--- src/sme_pkg.sv ---
`timescale 1ns / 1ps
`default_nettype none
// ----------------------------------------------------------------------------
// sme_pkg
// Shared types and codes for the stack-machine execute block.
// ----------------------------------------------------------------------------
package sme_pkg;

    // instruction codes
    localparam logic [4:0] CMD_PUSH_IMM  = 5'd0;
    localparam logic [4:0] CMD_PUSH_REG  = 5'd1;
    localparam logic [4:0] CMD_PUSH_MI   = 5'd2;
    localparam logic [4:0] CMD_PUSH_MR   = 5'd3;
    localparam logic [4:0] CMD_PUSH_MRI  = 5'd4;
    localparam logic [4:0] CMD_POP       = 5'd5;
    localparam logic [4:0] CMD_POP_REG   = 5'd6;
    localparam logic [4:0] CMD_POP_MI    = 5'd7;
    localparam logic [4:0] CMD_POP_MR    = 5'd8;
    localparam logic [4:0] CMD_POP_MRI   = 5'd9;
    localparam logic [4:0] CMD_ADD       = 5'd10;
    localparam logic [4:0] CMD_SUB       = 5'd11;
    localparam logic [4:0] CMD_MUL       = 5'd12;
    localparam logic [4:0] CMD_DIV       = 5'd13;
    localparam logic [4:0] CMD_DUP       = 5'd14;
    localparam logic [4:0] CMD_OUT       = 5'd15;
    localparam logic [4:0] CMD_JMP       = 5'd16;
    localparam logic [4:0] CMD_JB        = 5'd17;
    localparam logic [4:0] CMD_JBE       = 5'd18;
    localparam logic [4:0] CMD_JA        = 5'd19;
    localparam logic [4:0] CMD_JAE       = 5'd20;
    localparam logic [4:0] CMD_JE        = 5'd21;
    localparam logic [4:0] CMD_JNE       = 5'd22;
    localparam logic [4:0] CMD_HALT      = 5'd23;

    // status codes
    localparam logic [2:0] ST_OK     = 3'd0;
    localparam logic [2:0] ST_HALT   = 3'd1;
    localparam logic [2:0] ST_RANGE  = 3'd2;
    localparam logic [2:0] ST_FRAC   = 3'd3;
    localparam logic [2:0] ST_DIVZ   = 3'd4;
    localparam logic [2:0] ST_UNDER  = 3'd5;
    localparam logic [2:0] ST_OVER   = 3'd6;
    localparam logic [2:0] ST_BADCMD = 3'd7;

    typedef enum logic [3:0] {
        S_IDLE,
        S_DECODE,
        S_READ,
        S_EXEC,
        S_MUL,
        S_DIV,
        S_WRITE,
        S_RESULT,
        S_CLEAR
    } t_state;

    // controller to datapath
    typedef struct packed {
        logic load;      // capture input beat
        logic decode;    // compute addresses and checks
        logic read;      // issue stack/ram reads
        logic exec;      // evaluate operation
        logic mul_step;  // one product stage
        logic div_start; // launch divider
        logic commit;    // write state and form result
        logic clear;     // clearing pass step
    } t_ctl;

    // datapath to controller
    typedef struct packed {
        logic is_mul;
        logic is_div;
        logic div_done;
        logic err;       // instruction failed or sticky error
        logic clear_done;
    } t_sts;

endpackage : sme_pkg
`default_nettype wire

--- src/sme_ctrl.sv ---
`timescale 1ns / 1ps
`default_nettype none
// ----------------------------------------------------------------------------
// sme_ctrl
// Sequencer: steps each instruction through decode, read, execute and commit.
// ----------------------------------------------------------------------------
module sme_ctrl (
    input  wire logic          i_clk,
    input  wire logic          i_rst_n,
    input  wire logic          i_in_valid,
    output logic               o_in_ready,
    input  wire logic          i_res_free,
    input  wire sme_pkg::t_sts i_sts,
    output sme_pkg::t_ctl      o_ctl
);
    import sme_pkg::*;

    t_state r_state, n_state;

    always_ff @(posedge i_clk) begin
        if (!i_rst_n) begin
            r_state <= S_CLEAR;
        end else begin
            r_state <= n_state;
        end
    end

    // next state
    always_comb begin
        n_state = r_state;
        case (r_state)
            S_CLEAR:  if (i_sts.clear_done) n_state = S_IDLE;
            S_IDLE:   if (i_in_valid) n_state = S_DECODE;
            S_DECODE: n_state = S_READ;
            S_READ:   n_state = S_EXEC;
            S_EXEC: begin
                if (i_sts.err)         n_state = S_WRITE;
                else if (i_sts.is_mul) n_state = S_MUL;
                else if (i_sts.is_div) n_state = S_DIV;
                else                   n_state = S_WRITE;
            end
            S_MUL:    n_state = S_WRITE;
            S_DIV:    if (i_sts.div_done) n_state = S_WRITE;
            S_WRITE:  if (i_res_free) n_state = S_IDLE;
            default:  n_state = S_IDLE;
        endcase
    end

    // command outputs
    always_comb begin
        o_ctl      = '0;
        o_in_ready = 1'b0;
        case (r_state)
            S_CLEAR:  o_ctl.clear = 1'b1;
            S_IDLE: begin
                o_in_ready = 1'b1;
                o_ctl.load = i_in_valid;
            end
            S_DECODE: o_ctl.decode = 1'b1;
            S_READ:   o_ctl.read = 1'b1;
            S_EXEC: begin
                o_ctl.exec      = 1'b1;
                o_ctl.div_start = i_sts.is_div && !i_sts.err;
            end
            S_MUL:    o_ctl.mul_step = 1'b1;
            // hold the commit while the output register is still occupied
            S_WRITE:  o_ctl.commit = i_res_free;
            default:  o_ctl = '0;
        endcase
    end

    // a beat is taken only from idle
    a_load_idle: assert property (@(posedge i_clk) disable iff (!i_rst_n)
        o_ctl.load |-> r_state == S_IDLE)
        else $error("load outside idle");
    a_commit_once: assert property (@(posedge i_clk) disable iff (!i_rst_n)
        o_ctl.commit |=> r_state == S_IDLE)
        else $error("commit not followed by idle");
    a_no_ready_busy: assert property (@(posedge i_clk) disable iff (!i_rst_n)
        (r_state != S_IDLE) |-> !o_in_ready)
        else $error("ready while busy");

endmodule : sme_ctrl
`default_nettype wire

--- config.mk ---
export PLATFORM = sky130hd
export DESIGN_NAME = sme_ctrl
export DESIGN_NICKNAME = d
export VERILOG_FILES = /design/src/sme_pkg.sv /design/src/sme_ctrl.sv
export SDC_FILE = /design/constraint.sdc
export NUM_CORES = 1
export LEC_CHECK = 0
export ABC_AREA = 1
export BUFFER_PORTS_ARGS = -buffer_cell sky130_fd_sc_hd__buf_2
export CAP_MARGIN = 10
export CORE_AREA = 5 5 42 44
export DETAILED_ROUTE_END_ITERATION = 16
export DIE_AREA = 0 0 47 49
export HOLD_SLACK_MARGIN = 0.12
export PLACE_DENSITY = 0.64
export REMOVE_ABC_BUFFERS = 1
export SYNTH_ARGS = -nofsm -noshare
export SYNTH_HDL_FRONTEND = slang
export SYNTH_SLANG_ARGS = --single-unit
--- constraint.sdc ---
create_clock -name i_clk -period 1.1 [get_ports i_clk]
set_input_delay 0.11 -clock i_clk [delete_from_list [all_inputs] [get_ports i_clk]]
set_output_delay 0.11 -clock i_clk [all_outputs]
set_load 0.02 [all_outputs]
* After elaboration in Yosys (flattened, before gate mapping)
Cells that the tools add are included.
** Word-level totals
- Register bits after elaboration :: 4
- Word-level logic and storage cells :: 33
- Output and inout port bits :: 9
** Cells by class
- Eq/ne operators :: 11
- Mux-type cells :: 17
- Reduce and logical (&&, ||, !) cells :: 4
** Operator list (number)
- case mux 4 bit (8 select lines) :: 1
- 2-to-1 mux 4 bit :: 4
- equality test 4 x 3 -> 1 bit, second input constant :: 3
- 2-to-1 mux 1 bit :: 9
- equality test 4 x 2 -> 1 bit, second input constant :: 2
- inequality test 2 bit, second input constant :: 4
- 2-to-1 mux 2 bit :: 3
- equality test 4 x 1 -> 1 bit, second input constant :: 1
- equality test 4 bit, second input constant :: 1
- logical NOT 4 bit :: 1
- AND reduction 4 bit :: 1
- logical AND 1 bit :: 1
- logical NOT 1 bit :: 1

* Logic depth before layout (Yosys ltp)
Gate-level depths: netlist (run 1).
- Depth in word-level cells :: 4
- Gate-level depth with buffers :: 9
- Mapped depth without buffers :: 9

* Worst setup path before layout (run 1)
OpenSTA, ideal clock, no wires.
- Path type :: register -> output
- Start point :: register r_state[1]
- End point :: output o_ctl[1] in the netlist's numbering
- Path buffers :: 0
- Setup slack :: -184 ps
- Cell stages (with the launch flop) :: 3
- Arrival time :: 1174 ps
- Path through :: dfxtp_1 -> inv_2 -> nor4_1
** RTL lines
- from (decl) :: line sme_ctrl.sv:18 : t_state r_state, n_state;
- from (signal assigned) :: line sme_ctrl.sv:24 : r_state <= n_state;
- to (decl) :: line sme_ctrl.sv:14 : output sme_pkg::t_ctl o_ctl

==> impl_metrics.yaml, run 1 <==
sta:
  fin_ws_ns: -0.145
  rsz0062_at_grt: "true"
  relSlewSlack_pct: 82.8
  finalCritPeriodShare_pct: 113
  fin_crit_ns: 1.24
  finalHoldWorstSlack_ns: 0.265
  fmax_mhz: 804
  final-hold-violation-count: 0
  skew_ns: 0.00311
  tightest_slew_ns: 0.255
  slew_viol_final: 0
  setup_violations: 12
setup_path:
  cp-startpoint: "r_state[2]"
  r2r_start: "r_state[2]"
  reg2reg_setup_slack_ns: -0.06
  worstPathMaxFanout: 4
  slowest_stage: "dfxtp_4"
  critPathKind: "register to output port"
  endpoint_kind: "output port"
  path_cells: "inv_4 > nand2_4 > buf_12 > nor3_4 > buf_6"
  cp-start-kind: "register"
  max_stage_delay_ns: 0.35
  required_ns: 0.99
  cp.arrival_ns: 1.13
clock_network:
  cts_htree_levels: 1
  clock_sinks: 4
  clock_latency_ns: 0.23
  root_buffer: "clkbuf_4"
  cts_tree: "built"
  clkTransAtPathRegs_ns: 0.03
  cts_inserted_buffers: 3
  ctsLongestPathBuffers: 2
synth:
  synth_area_um2: 385
  synth-seq-cells: 4
  yosys_warnings: 0
  yosysSeqAreaShare_pct: 20.8
  postSynthCellCount: 65
  synth_cell_type_count: 17
  syn_avg_cell_area_um2: 5.93
route:
  top_layer: "met4"
  dr_wl_met3_um: 68
  via_count: 520
  met1_length_um: 411
  wire_per_inst_um: 10.8
  ant_nets: 0
  drt-initial-drc-count: 3
  finalWirelength_um: 1230
  dr.pass1.iters: 4
  drc: 0
  routed_via_density: 4.56
  wl_met2_um: 714
floorplanning:
  die-height_um: 49
  io_pins: 18
  die_w_um: 47
  start_util_pct: 27.5
  core-area_um2: 1400
  die-area_um2: 2300
  rows: 14
power:
  p_per_area_nw_per_um2: 1030
  seqPwrFrac_pct: 24.4
  comb_power_share_pct: 53.4
  p_sw_mw: 0.305
  internal_power_mw: 0.478
  total_power_mw: 0.783
  clkPwrFrac_pct: 22.2
  power.leakage_nw: 0.382
  peakVddDrop_uv: 633
  netSwitchingFraction_pct: 38.9
cells_and_area:
  diodes: 0
  nNetsFinal: 109
  top_regs: "r_state (4)"
  top_register: "r_state"
  fin_cells: 114
  drive_gt1_share_pct: 65.3
  largest_register_ffs: 4
  syn_to_final_growth_pct: 97.7
global_route:
  grt_start_max_net_pins: 7
  grt_pass1_vias: 510
  grt_first_pass_wirelength_um: 2030
  grt_remaining_overflow: 0
  antenna_found_initial: 0
  grtUsageTotal_pct: 11.8
place:
  gp_congestion: 0.827
  dp.cells: 102
  portBuffers: 17
  hpwl_um: 825
  dpl_worst_slack_ns: -0.0461
flow_run:
  max_cap_violations: 0
run_status:
  status: "finished, violations left"
  violations: "negative setup slack"
min_path:
  hold_path.class: "primary input to register"
  min-delay-start: "i_sts[0]"
[logic make-up (layout without fill, tap and decap cells)]
kind of cell / after synthesis / in the layout / share of synthesized area (%)
buffers and inverters: 14 / 47 / 15.6
flip-flops: 4 / 4 / 20.8
AO/OA/AOI/OAI: 4 / 4 / 5.20
AND/OR/NAND/NOR: 43 / 43 / 58.4
[final cells by class]
type | instances | area, µm²
clock buffer | 3 | 22.5
fill | 131 | 639
inverter | 13 | 63.8
multi-input combinational | 47 | 322
sequential | 4 | 95.1
tap | 16 | 20.0
timing repair buffer | 31 | 239
[routing by layer]
layer  vias to the layer above  track usage, %
met5                         -               0
met4                         0            5.53
met3                         4            1.11
met2                        16            21.3
met1                       233            12.9
li1                        267               -
[power by group through the flow]
stage / Clock, mW / Sequential (mW) / Combinational (mW)
final: 0.174 / 0.191 / 0.418
after global routing: 0.188 / 0.194 / 0.457
after CTS: 0.184 / 0.189 / 0.387
after detailed placement: 0 / 0.187 / 0.260
after global placement: 0 / 0.186 / 0.259
after floorplan: 0 / 0.184 / 0.180
[cells in the mapped netlist (all sizes together)]
library cell	n	area share (%)
a21oi	2	2.6
buf	1	2.9
dfxtp	4	21
inv	13	13
nand2	16	19
nand3	4	6.5
nor2	16	21
nor3	6	11
nor4	1	1.6
o21ai	2	2.6
[worst max-delay path: cells and delay by family, from the launching register on]
kind,cells,cell delay [ns]
flip-flops,1,0.35
buffers and inverters,3,0.34
AND/OR/NAND/NOR,2,0.22
[per-stage QoR]
step,utilization [%],setup TNS [ns],area [µm²]
after floorplan,-,-0.560,374
after global placement,36.9,-0.122,517
after detailed placement,36.9,-0.0757,517
after CTS,51.4,-0.956,721
after global routing,54.4,-1.86,762
final,54.4,-0.993,762
[cells in the final DEF, fill, tap and decap left out, types with 2 or more instances in the layout]
master	synthesis	layout
o21ai_0	2	2
nor2_1	12	6
nor2_2	2	5
inv_1	9	8
nand2_1	13	12
nor2_4	2	5
dfxtp_4	0	4
a21oi_1	2	2
buf_6	1	5
nand2_2	2	2
inv_4	0	2
nor3_1	5	3
buf_4	0	13
nand3_2	1	3
inv_6	0	2
nor3_2	0	2
buf_2	0	11
clkbuf_4	0	3
nand2_4	1	2
[path summary, 6_finish.rpt]
check	depth (start not counted)	end
setup / recovery	5	o_ctl[4]
setup reg to reg	8	r_state[0]
hold reg to reg	3	r_state[2]
hold / removal	5	r_state[3]
[timing repair]
| item | in CTS | in global routing |
|---|---|---|
| endpoints found under the hold margin | 1 | 0 |
| pin swaps | 9 | 5 |
| setup endpoints to repair | 11 | 12 |
| setup buffers | 8 | 0 |
| hold buffers | 1 | 0 |
| resized for setup | 33 | 11 |
Note: power is estimated with default switching activity, not from simulation.
==> run 2: changes to the inputs <==
--- a/config.mk
+++ b/config.mk
@@ -8,9 +8,9 @@
 export ABC_AREA = 1
 export BUFFER_PORTS_ARGS = -buffer_cell sky130_fd_sc_hd__buf_2
 export CAP_MARGIN = 10
-export CORE_AREA = 5 5 42 44
+export CORE_AREA = 2 2 39 41
 export DETAILED_ROUTE_END_ITERATION = 16
-export DIE_AREA = 0 0 47 49
+export DIE_AREA = 0 0 41 43
 export HOLD_SLACK_MARGIN = 0.12
 export PLACE_DENSITY = 0.64
 export REMOVE_ABC_BUFFERS = 1
==> run 2 against run 1 <==
  * Via count shrank 2.5%
  * Utilization grew 0.96 points
  * Power grew 2.4%
  * Register-to-register slack is essentially flat
  * The run still ends with negative setup slack left
==> impl_metrics.yaml, run 2 (synthesis gave the netlist of run 1 again) <==
cells_and_area:
  top_regs: "r_state (4)"
  final_cell_mix: "19 x buf_4, 12 x nand2_1, 9 x buf_2, 8 x inv_1, 6 x nor2_1"
  largest_register_ffs: 4
  nNetsFinal: 112
  top_register: "r_state"
  syn_to_final_growth_pct: 98.7
  mostFrequentLayoutCell: "buf_4"
  diodes: 0
  fill_cells: 121
  drive_gt1_share_pct: 68.3
sta:
  relSlewSlack_pct: 87.6
  rsz0062_at_grt: "true"
  finalHoldWorstSlack_ns: 0.243
  slew_viol_final: 0
  tns_ns: -0.950
  skew_ns: 0.00124
  tightest_slew_ns: 0.184
  setup_violations: 12
  final-hold-violation-count: 0
  fin_ws_ns: -0.162
  fmax_mhz: 793
  fin_crit_ns: 1.26
  finalCritPeriodShare_pct: 115
power:
  comb_power_share_pct: 54.0
  seqPwrFrac_pct: 23.9
  power.leakage_nw: 0.387
  p_sw_mw: 0.312
  peakVddDrop_uv: 534
  internal_power_mw: 0.490
  total_power_mw: 0.802
  p_per_area_nw_per_um2: 1050
  netSwitchingFraction_pct: 38.9
  clkPwrFrac_pct: 22.1
flow_run:
  max_cap_violations: 0
global_route:
  antenna_found_initial: 0
  grt_start_max_net_pins: 7
  grt_first_pass_wirelength_um: 1820
  grt_pass1_vias: 466
  grtUsageTotal_pct: 15.2
  grt_remaining_overflow: 0
place:
  portBuffers: 17
  hpwl_um: 749
  gp_congestion: 0.736
  dpl_worst_slack_ns: -0.0588
min_path:
  hold_depth: 5
  hold_path.class: "primary input to register"
  min_to: "r_state[3]"
  min-delay-start: "i_sts[0]"
route:
  drt-initial-drc-count: 7
  wire_per_inst_um: 10.1
  drc: 0
  finalWirelength_um: 1180
  dr.pass1.iters: 4
  routed_via_density: 4.33
  via_count: 507
  ant_nets: 0
floorplanning:
  core-area_um2: 1380
  die_w_um: 41
  io_pins: 18
  start_util_pct: 27.8
  die-height_um: 43
  die-area_um2: 1760
  rows: 14
setup_path:
  cp.arrival_ns: 1.15
  reg2reg_setup_slack_ns: -0.05
  endpoint_kind: "output port"
  reg2reg_to: "r_state[2]"
  worstPathMaxFanout: 4
  critPathKind: "register to output port"
  r2r_cells: 9
  required_ns: 0.99
  r2r_start: "r_state[3]"
  cp-start-kind: "register"
run_status:
  violations: "negative setup slack"
  status: "finished, violations left"
clock_network:
  clock_latency_ns: 0.23
  cts_htree_levels: 1
  clkTransAtPathRegs_ns: 0.03
  cts_tree: "built"
  root_buffer: "clkbuf_4"
  clock_sinks: 4
  cts_inserted_buffers: 3
  ctsLongestPathBuffers: 2
[run 2: final cells by class]
cell class,count,area (µm²),area share (%)
repair buffers,34,254,33.2
flip-flops and latches,4,92.6,12.1
multi-input cells,47,318,41.5
inverters,13,58.8,7.68
clock buffers,3,22.5,2.94
well taps,16,20.0,2.61
[run 2: how the worst max path moves through the flow]
stage,startpoint,endpoint
final,r_state[2],o_ctl[5]
after global routing,r_state[2],o_ctl[2]
after CTS,r_state[2],o_ctl[2]
after detailed placement,r_state[2],r_state[2]
after global placement,r_state[2],r_state[2]
after floorplan,r_state[1],o_ctl[1]
[run 2: metal layers]
layer  vias up  wire length [µm]  GRT usage [%]
li1        274                 -              -
met4         0                 0           6.00
met3         0                42           3.14
met2        13               647           25.6
met1       220               489           17.4
met5         -                 0              0
[run 2: per-stage QoR]
| step | area (µm²) | std cells | util, % |
|---|---|---|---|
| 2_1_floorplan | 374 | 64 | - |
| 3_3_place_gp | 524 | 103 | 37.9 |
| 6_report | 766 | 117 | 55.3 |
| 4_1_cts | 721 | 116 | 52.1 |
| 5_1_grt | 766 | 117 | 55.3 |
| 3_5_place_dp | 524 | 103 | 37.9 |
[run 2: power groups by stage]
| stage | Combinational, mW | Clock, mW | Sequential (mW) |
|---|---|---|---|
| floorplan | 0.180 | 0 | 0.184 |
| global placement | 0.264 | 0 | 0.185 |
| detailed placement | 0.267 | 0 | 0.185 |
| CTS | 0.405 | 0.189 | 0.186 |
| global route | 0.467 | 0.202 | 0.193 |
| finish | 0.433 | 0.177 | 0.191 |
[run 2: worst max-delay path, stage by stage (launching register included)]
cell	delay (ns)
dfxtp_4	0.36
inv_4	0.06
nand2_4	0.06
buf_4	0.14
nor3_1	0.11
buf_2	0.19
[run 2: timing repair]
item,CTS,global route
gates resized for setup,32,11
hold endpoints to repair,2,0
pin swaps,8,5
buffers inserted,9,1
endpoints found under the setup margin,11,12
hold buffers,1,0
==> run 3: changes to the inputs <==
--- a/config.mk
+++ b/config.mk
@@ -17,3 +17,4 @@
 export SYNTH_ARGS = -nofsm -noshare
 export SYNTH_HDL_FRONTEND = slang
 export SYNTH_SLANG_ARGS = --single-unit
+export TNS_END_PERCENT = 50
==> run 3 against run 2 <==
  * The flow still finishes with violations (negative setup slack)
  * Clock power barely moved
  * First-iteration DRC count up 14%
  * Worst setup slack is essentially flat
  * Maximum frequency barely moved
  * Sequential power about the same
  * Global-route usage shrank 0.50 points
  * Critical path type unchanged
  * Critical endpoint unchanged
  * Highest routed layer unchanged
==> impl_metrics.yaml, run 3 (synthesis gave the netlist of run 1 again) <==
sta:
  fmax_mhz: 792
  final-hold-violation-count: 0
  skew_ns: 0.00119
  tightest_slew_ns: 0.184
  slew_viol_final: 0
  finalHoldWorstSlack_ns: 0.246
  fin_ws_ns: -0.162
  fin_crit_ns: 1.26
  setup_violations: 12
  finalCritPeriodShare_pct: 115
  rsz0062_at_grt: "true"
  relSlewSlack_pct: 87.6
floorplanning:
  core-area_um2: 1380
  die_w_um: 41
  die-area_um2: 1760
  start_util_pct: 27.8
  rows: 14
  die-height_um: 43
  io_pins: 18
setup_path:
  max_stage_delay_ns: 0.32
  reg2reg_setup_slack_ns: -0.06
  worstPathMaxFanout: 4
  cp-start-kind: "register"
  path_cells: "inv_2 > nand2_4 > buf_4 > nor3_1 > buf_2"
  r2r_cells: 7
  cp.arrival_ns: 1.15
  required_ns: 0.99
  endpoint_kind: "output port"
  critPathKind: "register to output port"
  slowest_stage: "dfxtp_2"
place:
  dp.cells: 103
  portBuffers: 17
  dpl_worst_slack_ns: -0.0588
  hpwl_um: 749
  gp_congestion: 0.736
min_path:
  hold_depth: 5
  hold_path.class: "primary input to register"
cells_and_area:
  top_regs: "r_state (4)"
  fin_util_pct: 53.6
  top_register: "r_state"
  final_cell_mix: "20 x buf_4, 13 x nand2_1, 9 x nor2_1, 9 x buf_2, 8 x inv_1"
  syn_to_final_growth_pct: 92.5
  mostFrequentLayoutCell: "buf_4"
  largest_register_ffs: 4
  nNetsFinal: 112
  fin_cells: 117
  diodes: 0
  fill_cells: 122
  drive_gt1_share_pct: 63.4
route:
  ant_nets: 0
  drc: 0
  finalWirelength_um: 1120
  via_count: 503
  routed_via_density: 4.30
  wire_per_inst_um: 9.58
  drt-initial-drc-count: 8
  dr.pass1.iters: 4
global_route:
  grt_first_pass_wirelength_um: 1770
  grt_remaining_overflow: 0
  grt_pass1_vias: 454
  antenna_found_initial: 0
  grt_start_max_net_pins: 7
  grtUsageTotal_pct: 14.7
run_status:
  violations: "negative setup slack"
  status: "finished, violations left"
clock_network:
  clkTransAtPathRegs_ns: 0.03
  clock_sinks: 4
  cts_htree_levels: 1
  root_buffer: "clkbuf_4"
  ctsLongestPathBuffers: 2
  clock_latency_ns: 0.23
  cts_tree: "built"
  cts_inserted_buffers: 3
flow_run:
  max_cap_violations: 0
power:
  peakVddDrop_uv: 545
  p_per_area_nw_per_um2: 1050
  power.leakage_nw: 0.385
run 3: cell types whose count changed in the layout (fill, tap and decap cells not counted), moves of 2 or more:
cell,previous run,this run
inv_2,1,3
inv_4,4,2
nor2_1,6,9
nor2_2,5,2
run 3: path summary, 6_finish.rpt:
check             start    endpoint
min            i_sts[0]  r_state[3]
max          r_state[3]    o_ctl[5]
max reg2reg  r_state[2]  r_state[2]
min reg2reg  r_state[2]  r_state[2]
run 3: repair_timing:
| item | in CTS | in global routing |
|---|---|---|
| setup endpoints to repair | 11 | 12 |
| setup buffers | 9 | 1 |
| gates resized for setup | 28 | 7 |
| hold endpoints to repair | 2 | 0 |
| pin swaps | 5 | 2 |
| hold buffers | 1 | 0 |
run 3: area by class of cell:
type                       count  area [µm²]  share of cell area [%]
clock buffer                   3        22.5                    3.04
inverter                      13        53.8                    7.25
tap                           16        20.0                    2.70
multi-input combinational     47         303                    40.8
sequential                     4        92.6                    12.5
timing repair buffer          34         250                    33.7
run 3: through the flow:
step           setup TNS (ns)  total power, mW  instance area, µm²
3_5_place_dp          -0.0998            0.452                 524
2_1_floorplan          -0.560            0.364                 374
3_3_place_gp           -0.102            0.450                 524
5_1_grt                 -1.65            0.835                 742
4_1_cts                -0.965            0.768                 706
6_report               -0.953            0.775                 742
run 3: routing by layer:
metal | wire [µm] | track usage (%)
met5 | 0 | 0
met4 | 0 | 6.00
met3 | 39 | 3.14
met2 | 590 | 24.4
met1 | 491 | 17.0
run 3: power by group:
| part | leakage [nW] | switching (mW) | internal [mW] | total, mW |
|---|---|---|---|---|
| clock network | 0.0138 | 0.0553 | 0.122 | 0.177 |
| registers | 0.0350 | 0.0257 | 0.164 | 0.190 |
| logic | 0.336 | 0.213 | 0.196 | 0.409 |
| total | 0.385 | 0.294 | 0.481 | 0.775 |
run 3: worst max-delay path: cells and delay by family (launching register included):
family	cells	cell delay (ns)
buffers and inverters	3	0.42
and+or+nand+nor	2	0.18
DFF	1	0.32
